--- config.mk ---
export PLATFORM = sky130hd
export DESIGN_NAME = pcm_to_dac_pingpong_player_unit_flat
export DESIGN_NICKNAME = d
export VERILOG_FILES = /design/src/sv/pcmdac_pkg.sv /design/src/sv/pcmdac_ifs.sv /design/src/sv/pcmdac_div.sv /design/src/sv/pcm_to_dac_pingpong_player_unit.sv /design/src/flat_wrapper.sv
export VERILOG_INCLUDE_DIRS = /design/src /design/src/sv
export SDC_FILE = /design/constraint.sdc
export NUM_CORES = 2
export LEC_CHECK = 0
export BUFFER_PORTS_ARGS = -buffer_cell sky130_fd_sc_hd__buf_2
export CAP_MARGIN = 20
export CELL_PAD_IN_SITES_DETAIL_PLACEMENT = 1
export CELL_PAD_IN_SITES_GLOBAL_PLACEMENT = 2
export CORE_ASPECT_RATIO = 0.7
export CORE_MARGIN = 2
export CORE_UTILIZATION = 42
export DETAILED_ROUTE_END_ITERATION = 8
export PLACE_DENSITY = 0.72
export SLEW_MARGIN = 20
export SYNTH_ARGS = -nofsm -noshare
export SYNTH_HDL_FRONTEND = slang
export SYNTH_SLANG_ARGS = --single-unit
--- constraint.sdc ---
create_clock -name clk -period 19.38 [get_ports clk]
set_input_delay 3.876 -clock clk [delete_from_list [all_inputs] [get_ports clk]]
set_output_delay 3.876 -clock clk [all_outputs]
set_load 0.005 [all_outputs]
--- src/sv/pcm_to_dac_pingpong_player_unit_defines.svh ---
// Assertion macros shared by the player RTL
`ifndef PCM_TO_DAC_PINGPONG_PLAYER_UNIT_DEFINES_SVH
`define PCM_TO_DAC_PINGPONG_PLAYER_UNIT_DEFINES_SVH

// Same-cycle implication, sampled on clk, off while rst_n is low
`define PDP_ASSERT_NOW(lbl, ante, cons, msg) \
    lbl: assert property (@(posedge clk) disable iff (!rst_n) (ante) |-> (cons)) \
        else $error(msg);

// Next-cycle implication, sampled on clk, off while rst_n is low
`define PDP_ASSERT_NEXT(lbl, ante, cons, msg) \
    lbl: assert property (@(posedge clk) disable iff (!rst_n) (ante) |=> (cons)) \
        else $error(msg);

`endif

--- src/sv/pcmdac_pkg.sv ---
// Shared constants, codes, types and helpers of the PCM to DAC player
package pcmdac_pkg;

    localparam int BLOCK_SAMPLES = 130;
    localparam int SWITCH_POINT  = 67;
    localparam int MAX_LEVEL     = 10;

    localparam int SAMPLE_W    = 16;
    localparam int CODE_W      = 10;
    localparam int DROP_BITS   = 6;
    localparam int AMP_W       = SAMPLE_W - DROP_BITS;
    localparam int VOL_W       = 4;
    localparam int DIV_W       = 4;
    localparam int DIV_CNT_W   = $clog2(AMP_W);
    localparam int REQ_W       = 2;
    localparam int CFG_IDX_W   = 1;
    localparam int CFG_DATA_W  = 10;
    localparam int IDX_W       = $clog2(BLOCK_SAMPLES + 1);
    localparam int STORE_DEPTH = 2 * BLOCK_SAMPLES;
    localparam int ADDR_W      = $clog2(STORE_DEPTH);

    localparam logic [CODE_W-1:0] DAC_MAX = '1;

    // request codes
    localparam logic [REQ_W-1:0] REQ_SAMPLE = 2'd0;
    localparam logic [REQ_W-1:0] REQ_TICK   = 2'd1;
    localparam logic [REQ_W-1:0] REQ_STOP   = 2'd2;

    // configuration register indexes
    localparam logic [CFG_IDX_W-1:0] CFG_VOLUME = 1'b0;
    localparam logic [CFG_IDX_W-1:0] CFG_CENTER = 1'b1;

    localparam logic [VOL_W-1:0]  VOLUME_RESET = 4'd9;
    localparam logic [CODE_W-1:0] CENTER_RESET = 10'd512;

    typedef struct packed {
        logic              start;
        logic [AMP_W-1:0]  dividend;
        logic [DIV_W-1:0]  divisor;
    } div_req_t;

    typedef struct packed {
        logic              done;
        logic [AMP_W-1:0]  quotient;
    } div_rsp_t;

    // Clamp the volume level to 1..MAX_LEVEL; the divisor is the headroom, never 0
    function automatic logic [DIV_W-1:0] divisor_of(input logic [VOL_W-1:0] level);
        logic [VOL_W-1:0] lvl;
        logic [DIV_W-1:0] d;
        lvl = level;
        if (level > VOL_W'(MAX_LEVEL))
        begin
            lvl = VOL_W'(MAX_LEVEL);
        end
        if (level == '0)
        begin
            lvl = VOL_W'(1);
        end
        d = DIV_W'(VOL_W'(MAX_LEVEL) - lvl);
        if (d == '0)
        begin
            d = DIV_W'(1);
        end
        return d;
    endfunction

endpackage

--- src/sv/pcmdac_ifs.sv ---
// Valid/ready channel interfaces of the PCM to DAC player
interface pcmdac_req_if;
    logic                               valid;
    logic                               ready;
    logic [pcmdac_pkg::REQ_W-1:0]       req_type;
    logic [pcmdac_pkg::SAMPLE_W-1:0]    sample_word;

    modport source (output valid, output req_type, output sample_word, input ready);
    modport sink   (input valid, input req_type, input sample_word, output ready);
endinterface

interface pcmdac_dac_if;
    logic                               valid;
    logic                               ready;
    logic [pcmdac_pkg::CODE_W-1:0]      dac_main;
    logic [pcmdac_pkg::CODE_W-1:0]      dac_inverted;
    logic                               refill_request;

    modport source (output valid, output dac_main, output dac_inverted,
                    output refill_request, input ready);
    modport sink   (input valid, input dac_main, input dac_inverted,
                    input refill_request, output ready);
endinterface

--- src/sv/pcmdac_div.sv ---
// Bit-serial restoring divider for the sample amplitude
`include "pcm_to_dac_pingpong_player_unit_defines.svh"

module pcmdac_div
(
    input  logic                  clk,
    input  logic                  rst_n,
    input  pcmdac_pkg::div_req_t  req,
    output pcmdac_pkg::div_rsp_t  rsp
);

    logic                               busy_reg, busy_next;
    logic                               done_reg, done_next;
    logic [pcmdac_pkg::DIV_CNT_W-1:0]   cnt_reg, cnt_next;
    logic [pcmdac_pkg::AMP_W-1:0]       quo_reg, quo_next;
    logic [pcmdac_pkg::DIV_W-1:0]       rem_reg, rem_next;
    logic [pcmdac_pkg::DIV_W-1:0]       divisor_reg, divisor_next;
    logic [pcmdac_pkg::DIV_W:0]         trial;
    logic                               fits;

    // one quotient bit per cycle, dividend shifts out of the top of quo_reg
    assign trial = {rem_reg, quo_reg[pcmdac_pkg::AMP_W-1]};
    assign fits  = trial >= {1'b0, divisor_reg};

    always_comb
    begin
        busy_next    = busy_reg;
        done_next    = 1'b0;
        cnt_next     = cnt_reg;
        quo_next     = quo_reg;
        rem_next     = rem_reg;
        divisor_next = divisor_reg;
        if (req.start)
        begin
            busy_next    = 1'b1;
            cnt_next     = '0;
            quo_next     = req.dividend;
            rem_next     = '0;
            divisor_next = req.divisor;
        end
        else if (busy_reg)
        begin
            rem_next = fits ? pcmdac_pkg::DIV_W'(trial - {1'b0, divisor_reg})
                            : trial[pcmdac_pkg::DIV_W-1:0];
            quo_next = {quo_reg[pcmdac_pkg::AMP_W-2:0], fits};
            cnt_next = cnt_reg + pcmdac_pkg::DIV_CNT_W'(1);
            if (cnt_reg == pcmdac_pkg::DIV_CNT_W'(pcmdac_pkg::AMP_W - 1))
            begin
                busy_next = 1'b0;
                done_next = 1'b1;
            end
        end
    end

    always_ff @(posedge clk or negedge rst_n)
    begin
        if (!rst_n)
        begin
            busy_reg <= 1'b0;
            done_reg <= 1'b0;
            cnt_reg  <= '0;
        end
        else
        begin
            busy_reg <= busy_next;
            done_reg <= done_next;
            cnt_reg  <= cnt_next;
        end
    end

    always_ff @(posedge clk)
    begin
        quo_reg     <= quo_next;
        rem_reg     <= rem_next;
        divisor_reg <= divisor_next;
    end

    assign rsp.done     = done_reg;
    assign rsp.quotient = quo_reg;

    `PDP_ASSERT_NOW(a_div_no_restart, busy_reg, !req.start, "divider restarted while busy")
    `PDP_ASSERT_NEXT(a_div_done_idle, done_reg, !busy_reg && !done_reg, "done not a single pulse")
    `PDP_ASSERT_NOW(a_div_rem_range, busy_reg, rem_reg < divisor_reg, "partial remainder too large")

endmodule

--- src/sv/pcm_to_dac_pingpong_player_unit.sv ---
// Top level of the two-bank PCM to DAC sample player
//
//  channel  | dir | carries                                   | transfer when
//  ---------+-----+-------------------------------------------+---------------------
//  req      | in  | req_type, sample_word                     | req.valid & req.ready
//  dac      | out | dac_main, dac_inverted, refill_request    | dac.valid & dac.ready
//  cfg      | in  | cfg_we, cfg_index, cfg_data (write only)  | cfg_we high
//
// A sample word passes through the transfer, the bit-serial divider (one quotient
// bit per cycle) and a write to the sample store. A tick is the transfer, then a
// registered read of the store; a stop loads its result at the transfer unless a result waits.
// Reset clears control state only; the sample store is not cleared.
// The output register frees the input side: a new request is taken while a
// result waits, and only a tick or stop that finds the result still waiting stalls.
`include "pcm_to_dac_pingpong_player_unit_defines.svh"

module pcm_to_dac_pingpong_player_unit
(
    input  logic                                clk,
    input  logic                                rst_n,
    input  logic                                cfg_we,
    input  logic [pcmdac_pkg::CFG_IDX_W-1:0]    cfg_index,
    input  logic [pcmdac_pkg::CFG_DATA_W-1:0]   cfg_data,
    pcmdac_req_if.sink                          req,
    pcmdac_dac_if.source                        dac
);

    typedef enum logic [1:0] {
        ST_IDLE,
        ST_DIV,
        ST_READ,
        ST_STOP
    } state_t;

    state_t                                 state_reg, state_next;
    logic [pcmdac_pkg::VOL_W-1:0]           volume_reg, volume_next;
    logic [pcmdac_pkg::CODE_W-1:0]          center_reg, center_next;
    logic [pcmdac_pkg::IDX_W-1:0]           read_index_reg, read_index_next;
    logic [pcmdac_pkg::IDX_W-1:0]           write_index_reg, write_index_next;
    logic                                   read_bank_reg, read_bank_next;
    logic                                   write_bank_reg, write_bank_next;
    logic                                   negative_reg, negative_next;
    logic                                   refill_pend_reg, refill_pend_next;
    logic                                   out_valid_reg, out_valid_next;
    logic [pcmdac_pkg::CODE_W-1:0]          dac_main_reg, dac_main_next;
    logic [pcmdac_pkg::CODE_W-1:0]          dac_inv_reg, dac_inv_next;
    logic                                   refill_reg, refill_next;

    // sample store: both banks in one memory, bank 1 above bank 0
    logic [pcmdac_pkg::CODE_W-1:0]          store_mem [pcmdac_pkg::STORE_DEPTH];
    logic [pcmdac_pkg::CODE_W-1:0]          rd_data_reg;
    logic                                   mem_we;
    logic [pcmdac_pkg::ADDR_W-1:0]          wr_addr;
    logic                                   mem_re;
    logic [pcmdac_pkg::ADDR_W-1:0]          rd_addr;

    pcmdac_pkg::div_req_t                   div_req;
    pcmdac_pkg::div_rsp_t                   div_rsp;

    logic                                   accept;
    logic                                   out_free;
    logic                                   ri_wrap;
    logic [pcmdac_pkg::IDX_W-1:0]           ri_eff;
    logic                                   rb_eff;
    logic [pcmdac_pkg::IDX_W-1:0]           wi_inc;
    logic [pcmdac_pkg::CODE_W:0]            sum_up;
    logic [pcmdac_pkg::CODE_W:0]            diff_down;
    logic [pcmdac_pkg::CODE_W-1:0]          code;

    pcmdac_div u_div
    (
        .clk   (clk),
        .rst_n (rst_n),
        .req   (div_req),
        .rsp   (div_rsp)
    );

    assign req.ready = (state_reg == ST_IDLE);
    assign accept    = req.valid && req.ready;
    // output slot is free when empty or being taken this cycle
    assign out_free  = !out_valid_reg || dac.ready;

    // tick: wrap the read index past the bank end and flip the read bank
    assign ri_wrap = read_index_reg >= pcmdac_pkg::IDX_W'(pcmdac_pkg::BLOCK_SAMPLES);
    assign ri_eff  = ri_wrap ? '0 : read_index_reg;
    assign rb_eff  = read_bank_reg ^ ri_wrap;
    assign rd_addr = rb_eff ? pcmdac_pkg::ADDR_W'(pcmdac_pkg::BLOCK_SAMPLES)
                              + pcmdac_pkg::ADDR_W'(ri_eff)
                            : pcmdac_pkg::ADDR_W'(ri_eff);
    assign wr_addr = write_bank_reg ? pcmdac_pkg::ADDR_W'(pcmdac_pkg::BLOCK_SAMPLES)
                                      + pcmdac_pkg::ADDR_W'(write_index_reg)
                                    : pcmdac_pkg::ADDR_W'(write_index_reg);
    assign wi_inc  = write_index_reg + pcmdac_pkg::IDX_W'(1);

    // drop the low bits of the word (or of its one's complement when negative)
    assign div_req.start    = accept && (req.req_type == pcmdac_pkg::REQ_SAMPLE);
    assign div_req.dividend = req.sample_word[pcmdac_pkg::SAMPLE_W-1]
                            ? ~req.sample_word[pcmdac_pkg::SAMPLE_W-1:pcmdac_pkg::DROP_BITS]
                            : req.sample_word[pcmdac_pkg::SAMPLE_W-1:pcmdac_pkg::DROP_BITS];
    assign div_req.divisor  = pcmdac_pkg::divisor_of(volume_reg);

    // offset from centre with saturation at both rails
    assign sum_up    = (pcmdac_pkg::CODE_W+1)'(center_reg)
                     + (pcmdac_pkg::CODE_W+1)'(div_rsp.quotient);
    assign diff_down = (pcmdac_pkg::CODE_W+1)'(center_reg)
                     - (pcmdac_pkg::CODE_W+1)'(div_rsp.quotient);
    always_comb
    begin
        if (negative_reg)
        begin
            code = diff_down[pcmdac_pkg::CODE_W] ? '0 : diff_down[pcmdac_pkg::CODE_W-1:0];
        end
        else
        begin
            code = sum_up[pcmdac_pkg::CODE_W] ? pcmdac_pkg::DAC_MAX
                                               : sum_up[pcmdac_pkg::CODE_W-1:0];
        end
    end

    always_comb
    begin
        state_next       = state_reg;
        volume_next      = volume_reg;
        center_next      = center_reg;
        read_index_next  = read_index_reg;
        write_index_next = write_index_reg;
        read_bank_next   = read_bank_reg;
        write_bank_next  = write_bank_reg;
        negative_next    = negative_reg;
        refill_pend_next = refill_pend_reg;
        out_valid_next   = out_valid_reg && !dac.ready;
        dac_main_next    = dac_main_reg;
        dac_inv_next     = dac_inv_reg;
        refill_next      = refill_reg;
        mem_we           = 1'b0;
        mem_re           = 1'b0;

        if (cfg_we)
        begin
            case (cfg_index)
                pcmdac_pkg::CFG_VOLUME: volume_next = cfg_data[pcmdac_pkg::VOL_W-1:0];
                pcmdac_pkg::CFG_CENTER: center_next = cfg_data[pcmdac_pkg::CODE_W-1:0];
                default: ;
            endcase
        end

        case (state_reg)
            ST_IDLE:
            begin
                if (accept)
                begin
                    case (req.req_type)
                        pcmdac_pkg::REQ_SAMPLE:
                        begin
                            negative_next = req.sample_word[pcmdac_pkg::SAMPLE_W-1];
                            state_next    = ST_DIV;
                        end
                        pcmdac_pkg::REQ_TICK:
                        begin
                            // refill when the read side reaches the switch point
                            mem_re           = 1'b1;
                            read_bank_next   = rb_eff;
                            read_index_next  = ri_eff + pcmdac_pkg::IDX_W'(1);
                            refill_pend_next =
                                (ri_eff == pcmdac_pkg::IDX_W'(pcmdac_pkg::SWITCH_POINT));
                            if (refill_pend_next)
                            begin
                                write_bank_next = !write_bank_reg;
                            end
                            state_next = ST_READ;
                        end
                        pcmdac_pkg::REQ_STOP:
                        begin
                            read_index_next  = '0;
                            write_index_next = '0;
                            read_bank_next   = 1'b0;
                            write_bank_next  = 1'b0;
                            if (out_free)
                            begin
                                out_valid_next = 1'b1;
                                dac_main_next  = center_reg;
                                dac_inv_next   = center_reg;
                                refill_next    = 1'b0;
                            end
                            else
                            begin
                                state_next = ST_STOP;
                            end
                        end
                        default: ;
                    endcase
                end
            end
            ST_DIV:
            begin
                // store the code and advance, wrapping at the bank end
                if (div_rsp.done)
                begin
                    mem_we = 1'b1;
                    write_index_next = (wi_inc >= pcmdac_pkg::IDX_W'(pcmdac_pkg::BLOCK_SAMPLES))
                                     ? '0 : wi_inc;
                    state_next = ST_IDLE;
                end
            end
            ST_READ:
            begin
                if (out_free)
                begin
                    out_valid_next = 1'b1;
                    dac_main_next  = rd_data_reg;
                    dac_inv_next   = pcmdac_pkg::DAC_MAX - rd_data_reg;
                    refill_next    = refill_pend_reg;
                    state_next     = ST_IDLE;
                end
            end
            ST_STOP:
            begin
                if (out_free)
                begin
                    out_valid_next = 1'b1;
                    dac_main_next  = center_reg;
                    dac_inv_next   = center_reg;
                    refill_next    = 1'b0;
                    state_next     = ST_IDLE;
                end
            end
            default:
            begin
                state_next = ST_IDLE;
            end
        endcase
    end

    always_ff @(posedge clk or negedge rst_n)
    begin
        if (!rst_n)
        begin
            state_reg       <= ST_IDLE;
            volume_reg      <= pcmdac_pkg::VOLUME_RESET;
            center_reg      <= pcmdac_pkg::CENTER_RESET;
            read_index_reg  <= '0;
            write_index_reg <= '0;
            read_bank_reg   <= 1'b0;
            write_bank_reg  <= 1'b0;
            negative_reg    <= 1'b0;
            refill_pend_reg <= 1'b0;
            out_valid_reg   <= 1'b0;
            dac_main_reg    <= '0;
            dac_inv_reg     <= '0;
            refill_reg      <= 1'b0;
        end
        else
        begin
            state_reg       <= state_next;
            volume_reg      <= volume_next;
            center_reg      <= center_next;
            read_index_reg  <= read_index_next;
            write_index_reg <= write_index_next;
            read_bank_reg   <= read_bank_next;
            write_bank_reg  <= write_bank_next;
            negative_reg    <= negative_next;
            refill_pend_reg <= refill_pend_next;
            out_valid_reg   <= out_valid_next;
            dac_main_reg    <= dac_main_next;
            dac_inv_reg     <= dac_inv_next;
            refill_reg      <= refill_next;
        end
    end

    // sample store: one write and one registered read port
    always_ff @(posedge clk)
    begin
        if (mem_we)
        begin
            store_mem[wr_addr] <= code;
        end
        if (mem_re)
        begin
            rd_data_reg <= store_mem[rd_addr];
        end
    end

    assign dac.valid          = out_valid_reg;
    assign dac.dac_main       = dac_main_reg;
    assign dac.dac_inverted   = dac_inv_reg;
    assign dac.refill_request = refill_reg;

    `PDP_ASSERT_NOW(a_read_index_range, 1'b1,
        read_index_reg <= pcmdac_pkg::IDX_W'(pcmdac_pkg::BLOCK_SAMPLES),
        "read index past bank end")
    `PDP_ASSERT_NOW(a_write_index_range, 1'b1,
        write_index_reg < pcmdac_pkg::IDX_W'(pcmdac_pkg::BLOCK_SAMPLES),
        "write index past bank end")
    `PDP_ASSERT_NOW(a_done_in_div, div_rsp.done, state_reg == ST_DIV,
        "divider finished outside a sample")
    `PDP_ASSERT_NOW(a_refill_pair, out_valid_reg && refill_reg,
        dac_inv_reg == pcmdac_pkg::DAC_MAX - dac_main_reg, "refill result not a tick pair")

endmodule

--- src/flat_wrapper.sv ---
// flat-port wrapper written by rule: the top's interface ports become plain ports
module pcm_to_dac_pingpong_player_unit_flat 
  (clk, rst_n, cfg_we, cfg_index, cfg_data, req_valid, req_req_type, req_sample_word, req_ready, dac_valid, dac_dac_main, dac_dac_inverted, dac_refill_request, dac_ready);
  pcmdac_req_if req_i ();
  pcmdac_dac_if dac_i ();
  input  logic clk;
  input  logic rst_n;
  input  logic cfg_we;
  input  logic [pcmdac_pkg::CFG_IDX_W-1:0] cfg_index;
  input  logic [pcmdac_pkg::CFG_DATA_W-1:0] cfg_data;
  input wire logic [$bits(req_i.valid)-1:0] req_valid;
  input wire logic [$bits(req_i.req_type)-1:0] req_req_type;
  input wire logic [$bits(req_i.sample_word)-1:0] req_sample_word;
  output wire logic [$bits(req_i.ready)-1:0] req_ready;
  output wire logic [$bits(dac_i.valid)-1:0] dac_valid;
  output wire logic [$bits(dac_i.dac_main)-1:0] dac_dac_main;
  output wire logic [$bits(dac_i.dac_inverted)-1:0] dac_dac_inverted;
  output wire logic [$bits(dac_i.refill_request)-1:0] dac_refill_request;
  input wire logic [$bits(dac_i.ready)-1:0] dac_ready;
  assign req_i.valid = req_valid;
  assign req_i.req_type = req_req_type;
  assign req_i.sample_word = req_sample_word;
  assign req_ready = req_i.ready;
  assign dac_valid = dac_i.valid;
  assign dac_dac_main = dac_i.dac_main;
  assign dac_dac_inverted = dac_i.dac_inverted;
  assign dac_refill_request = dac_i.refill_request;
  assign dac_i.ready = dac_ready;
  pcm_to_dac_pingpong_player_unit u_core (.clk(clk), .rst_n(rst_n), .cfg_we(cfg_we), .cfg_index(cfg_index), .cfg_data(cfg_data), .req(req_i), .dac(dac_i));
endmodule
======== After elaboration in Yosys (flattened, before gate mapping) ========
Memories as Yosys holds them, arrays and structs flattened. A register that Yosys moved wholly into a read port is not among the register bits.
Cells that the tools add are included.
word-level totals
  RAM bits ................................ 2600
  word-level logic and storage cells ...... 138
  bits of input ports ..................... 34
  output and inout bits ................... 23
  memories kept ........................... 1
  flip-flop bits (word level) ............. 82
operators by class
  muxes and demuxes ....................... 61
  add/subtract/negate cells ............... 10
  reduce and logical (&&, ||, !) cells .... 25
  bitwise operators ....................... 3
  equality and inequality tests ........... 15
  order comparisons ....................... 4
memories
  memory            words  bits a word  rd ports  clocked after Yosys merged registers in  write ports  RTL line                               RTL
  u_core.store_mem  260    10           1         1                                        1            pcm_to_dac_pingpong_player_unit.sv:50  logic [pcmdac_pkg::CODE_W-1:0] store_mem [pcmdac_pkg::STORE_DEPTH];
operators by type and width
  cell                                                       count
  two-way mux 10 bit                                         14
  one-hot mux 10 bit (3 select lines)                        2
  two-way mux 8 bit                                          5
  one-hot mux 8 bit (2 select lines)                         2
  two-way mux 1 bit                                          21
  two-way mux 4 bit                                          5
  adder 8 x 8 -> 9 bit (first input constant)                2
  two-way mux 9 bit                                          2
  adder 8 x 1 -> 8 bit (second input constant)               2
  greater-or-equal comparator 8 bit (second input constant)  2
  one-hot mux 2 bit (3 select lines)                         2
  AND reduction 4 bit                                        3
  adder 10 x 10 -> 11 bit                                    1
  subtractor 10 x 10 -> 11 bit                               1
  NOT 10 bit                                                 1
  subtractor 10 bit (first input constant)                   1
  AND reduction 3 bit                                        3
  == test 8 x 7 -> 1 bit (second input constant)             1
  logical NOT 4 bit                                          2
  two-way mux 2 bit                                          4
  == test 2 bit (second input constant)                      3
  inequality test 2 x 1 -> 1 bit (second input constant)     3
  inequality test 2 bit (second input constant)              3
  one-hot mux 1 bit (2 select lines)                         3
  21 further kinds                                           30

======== Depth between registers and ports, before layout ========
  word-level depth ........................ 6
  gate-level depth with buffers ........... 19
  depth with buffers taken out ............ 14

======== Cells and area by module ========
Synthesis repeated with hierarchy kept, for this count alone.
unflattened totals
  cell total of the unflattened synthesis .. 8218
  area total of the unflattened synthesis .. 110496.0 um^2
modules (own cells, without submodules)
  module                           cells each  seq. area each (um^2)  times used  area an instance (um^2)
  pcm_to_dac_pingpong_player_unit  8125        79830.3                1           109321.1
  pcmdac_div                       93          650.6                  1           1174.9

======== Worst setup path before layout ========
No wires, ideal clock.
  path type ............................... reg-to-reg
  start ................................... register u_core.u_div.quo_reg[0] (netlist bit)
  end ..................................... memory u_core.store_mem[0][9] (netlist bit) (data pin)
  stages on the path, launching flop included .. 14
  path buffers ............................ 0
  clock period less this slack ............ 18.774 ns
  arrival time ............................ 15.925 ns
  setup time .............................. 2.849 ns
  slack ................................... 0.606 ns
  data required time ...................... 16.531 ns
  cell sequence ........................... edfxtp_1 > ha_1 > inv_1 > fa_1 > o21bai_1 > a21oi_1 > o21bai_1 > a2111oi_0 > a211o_1 > o21ba_2 > nor2_1 > nor2_1 > and3_1 > nor4_1
on the way
  longest elaborated chain between the ends .. 3
  elaborated cells between the ends (all ways) .. 5
  classes of those cells .................. add/sub: 2; mux: 3
RTL lines
  what                                                                     RTL line                                                                        RTL
  start, declared                                                          pcmdac_div.sv:15                                                                logic [pcmdac_pkg::AMP_W-1:0] quo_reg, quo_next;
  start signal, assigned                                                   pcmdac_div.sv:73                                                                quo_reg <= quo_next;
  adder 10 x 10 -> 11 bit or subtractor 10 x 10 -> 11 bit (tied branches)  pcm_to_dac_pingpong_player_unit.sv:104, pcm_to_dac_pingpong_player_unit.sv:106
  two-way mux 10 bit (on tied branches)                                    pcm_to_dac_pingpong_player_unit.sv:115, pcm_to_dac_pingpong_player_unit.sv:111
  two-way mux 10 bit *                                                     pcm_to_dac_pingpong_player_unit.sv:109                                          if (negative_reg)
  named net u_core.code, one bit                                           pcm_to_dac_pingpong_player_unit.sv:68                                           logic [pcmdac_pkg::CODE_W-1:0] code;
  end, declared                                                            pcm_to_dac_pingpong_player_unit.sv:50
Mark *: on every way through the listed nets, which the timed path passes. The rest lies on a longest branch.

======== Worst setup path after layout ========
  start ................................... register u_core.read_bank_reg
  end ..................................... register u_core.rd_data_reg[4] (netlist bit), read port of u_core.store_mem (data pin)
on the way
  longest elaborated chain between the ends .. 2
RTL lines
  what                    RTL line                                RTL
  start, declared         pcm_to_dac_pingpong_player_unit.sv:40   logic read_bank_reg, read_bank_next;
  start signal, assigned  pcm_to_dac_pingpong_player_unit.sv:259  read_bank_reg <= read_bank_next;
  bitwise XOR 1 bit       pcm_to_dac_pingpong_player_unit.sv:86   assign rb_eff = read_bank_reg ^ ri_wrap;
  two-way mux 9 bit       pcm_to_dac_pingpong_player_unit.sv:87   assign rd_addr = rb_eff ? pcmdac_pkg::ADDR_W'(pcmdac_pkg::BLOCK_SAMPLES)
  end, declared           pcm_to_dac_pingpong_player_unit.sv:51   logic [pcmdac_pkg::CODE_W-1:0] rd_data_reg;
Every way passes these cells.
A chain may end at the register's enable or synchronous reset.

==> reports/results.txt <==
Status: complete, no violations
Synth area leader: edfxtp_1
Post-DR wirelength/cell: 35.0 µm
Register area share after synthesis: 74.3%
Worst EP required: 20.04 ns
Slew HR: 8.30%
Setup TNS: 0 ns
Die span in y: 429 µm
Residual DRC count: 0
Final period util: 37.6%
Number of synthesized flops with an enable pin: 2624
Routability cong.: 0.912
First-pass GRT wire length: 550 mm
Endpoints failing setup: 0
Min cycle time layout: 7.28 ns
Cts bufs inserted: 272
CP endpoint kind: flip-flop
Dpl ws: 12.38 ns
FF-to-FF End: u_core.rd_data_reg[4]
H-tree levels: 5
Crit Path Class: reg2reg
Clock Tree Buf Depth: 4
Layout area overhead: 12.2%
IO Pins: 57
Setup ws final: 12.10 ns
Fraction of layout cells with a size suffix above 1: 11.1%
Post-route ant nets: 0
Drt first pass iters: 5
Post-route insts no fill: 11300
Max FFs per register: 2600
GRT Total Usage: 29.5%
Vias in the first global route: 69700
Final Max Slew Viols: 0
Synthesized area: 108000 µm²
Largest Register: u_core.store_mem
Syn Inst Count: 7624
Avg Cell Area, Syn: 14.2 µm²
Initial Util: 42.4%
Worst Path Arrival: 7.95 ns
Setup Skew: 0.0567 ns
Row Count: 155
Crit path max fanout: 101
R2R Setup Slk: 12.10 ns
Hold WC Path Type: reg2reg
Ys flop type: edfxtp_1
Die ar.: 262000 µm²
Root Buffer Master: clkbuf_16
CTS Hold Bufs: 0
FF-to-FF Start: u_core.read_bank_reg
Synth warn: 0
Initial DRC Count: 10600
Largest net degree at the start of global routing: 182
Core area: 256000 µm²
IO buf count: 50
DP HPWL: 235 mm
Final #Nets: 7769
Final Hold Viols: 0
Clk pin slew, worst setup/hold paths: 0.07 ns
Crit path launch type: flip-flop
Die X: 611 µm
Post-synthesis net count: 7697
Clock latency on the worst-skew pair: 0.86 ns
Worst-margin pin slew: 1.37 ns
Post-synthesis async set-or-reset flop share: 2.38%
RSZ-0062 raised after global routing: no
Max-Cap Viols: 0
Synth cell count leaders: 2624 x edfxtp_1, 1363 x nand2_1, 412 x mux2i_1, 382 x nand3_1, 382 x nor2_1
Total grt overflow: 0
Postcts setup bufs: 0
Clock sink total: 2692
Fmax: 0.137 GHz
Antenna violations before repair: 41
Ranking of synthesized cells by area: edfxtp_1 73%, nand2_1 4.7%, mux2i_1 3.8%
Top-area cell type share of the netlist area: 72.8%
Vias: 71800
DP Cell Count: 10800
Post-DR vias/cell: 6.37
WHS: 0.481 ns
CP Launch Point: u_core.read_bank_reg
WL final: 395 mm
Top-count cell post-synth: edfxtp_1
Distinct cells, synth: 86
Synth Register Bits: 2692
Post-cts resize count: 0
CTS tree: built
CP Capture Point: u_core.rd_data_reg[4]
R2R depth: 15
==> cell usage in the layout, fill, tap and decap left out, types with 52 or more instances in the layout <==
master     count
a31oi_1      162
dfrtp_1       60
clkbuf_1      67
edfxtp_1    2624
mux2i_1      412
buf_4        240
nor2_1       269
a21oi_1      229
a32oi_1       52
nand2_1     1344
a221oi_1     259
o21ai_0      377
nand4_1       66
nor2_2       107
o22ai_1       59
nand3_1      377
clkbuf_16    282
clkinv_1      60
and3_1        82
==> worst max-delay path: stages, from the launching register on <==
cell and delay [ns]:
dfrtp_2 0.34, buf_4 0.51, clkinv_1 0.76, a211o_1 0.47, buf_4 0.31, a21oi_4 0.70, buf_4 0.49, buf_12 0.55
buf_4 0.62, a221oi_1 0.18, o21ai_0 0.18, o211ai_1 0.25, a32oi_1 0.87, o22a_1 0.27, nor4_1 0.12, a311oi_1 0.33
==> metrics by stage <==
step | utilization, % | cell area (µm²)
after floorplan | - | 108000
after global placement | 44.2 | 113000
after detailed placement | 44.2 | 113000
after CTS | 47.4 | 121000
after global routing | 47.5 | 121000
final | 47.5 | 121000
==> metal layers <==
metal / wire, µm / global-route usage [%] / vias up
met5: 115 / 0 / -
met4: 13600 / 9.60 / 16
met3: 42200 / 6.58 / 654
met2: 166000 / 41.7 / 3815
met1: 173000 / 44.9 / 37800
li1: - / - / 29400
==> area by class of cell <==
| type | instances | area (µm²) |
|---|---|---|
| Sequential cell | 2692 | 80500 |
| Clock buffer | 351 | 7340 |
| Antenna cell | 8 | 20.0 |
| Fill cell | 25000 | 134000 |
| Clock inverter | 118 | 812 |
| Inverter | 38 | 150 |
| Timing Repair Buffer | 318 | 2560 |
| Tap cell | 3375 | 4220 |
| Multi-Input combinational cell | 4374 | 25900 |
==> worst min-delay path by stage <==
stage                                from                          to  slack (ns)  cells past startpoint
2_1_floorplan     u_core.u_div.rem_reg[3]     u_core.u_div.rem_reg[3]        0.45                      2
3_3_place_gp   u_core.dac.dac_inverted[6]  u_core.dac.dac_inverted[6]        0.46                      2
3_5_place_dp       u_core.dac.dac_main[9]      u_core.dac.dac_main[9]        0.47                      2
4_1_cts           u_core.u_div.rem_reg[3]     u_core.u_div.rem_reg[3]        0.48                      2
5_1_grt            u_core.dac.dac_main[7]      u_core.dac.dac_main[7]        0.50                      2
6_report          u_core.u_div.rem_reg[3]     u_core.u_div.rem_reg[3]        0.48                      2
==> cell families after synthesis <==
family	after synthesis	synth area share, %
flip-flops	2692	74.3
multiplexers	432	4.02
adder cells (fa/ha/maj)	39	0.471
XOR/XNOR	29	0.235
buffers and inverters	558	2.37
AO/OA/AOI/OAI	1478	9.21
AND/OR/NAND/NOR	2396	9.38
Power is not shown: default switching activity piles up to over one toggle a cycle in this logic, so the estimate is an artifact.
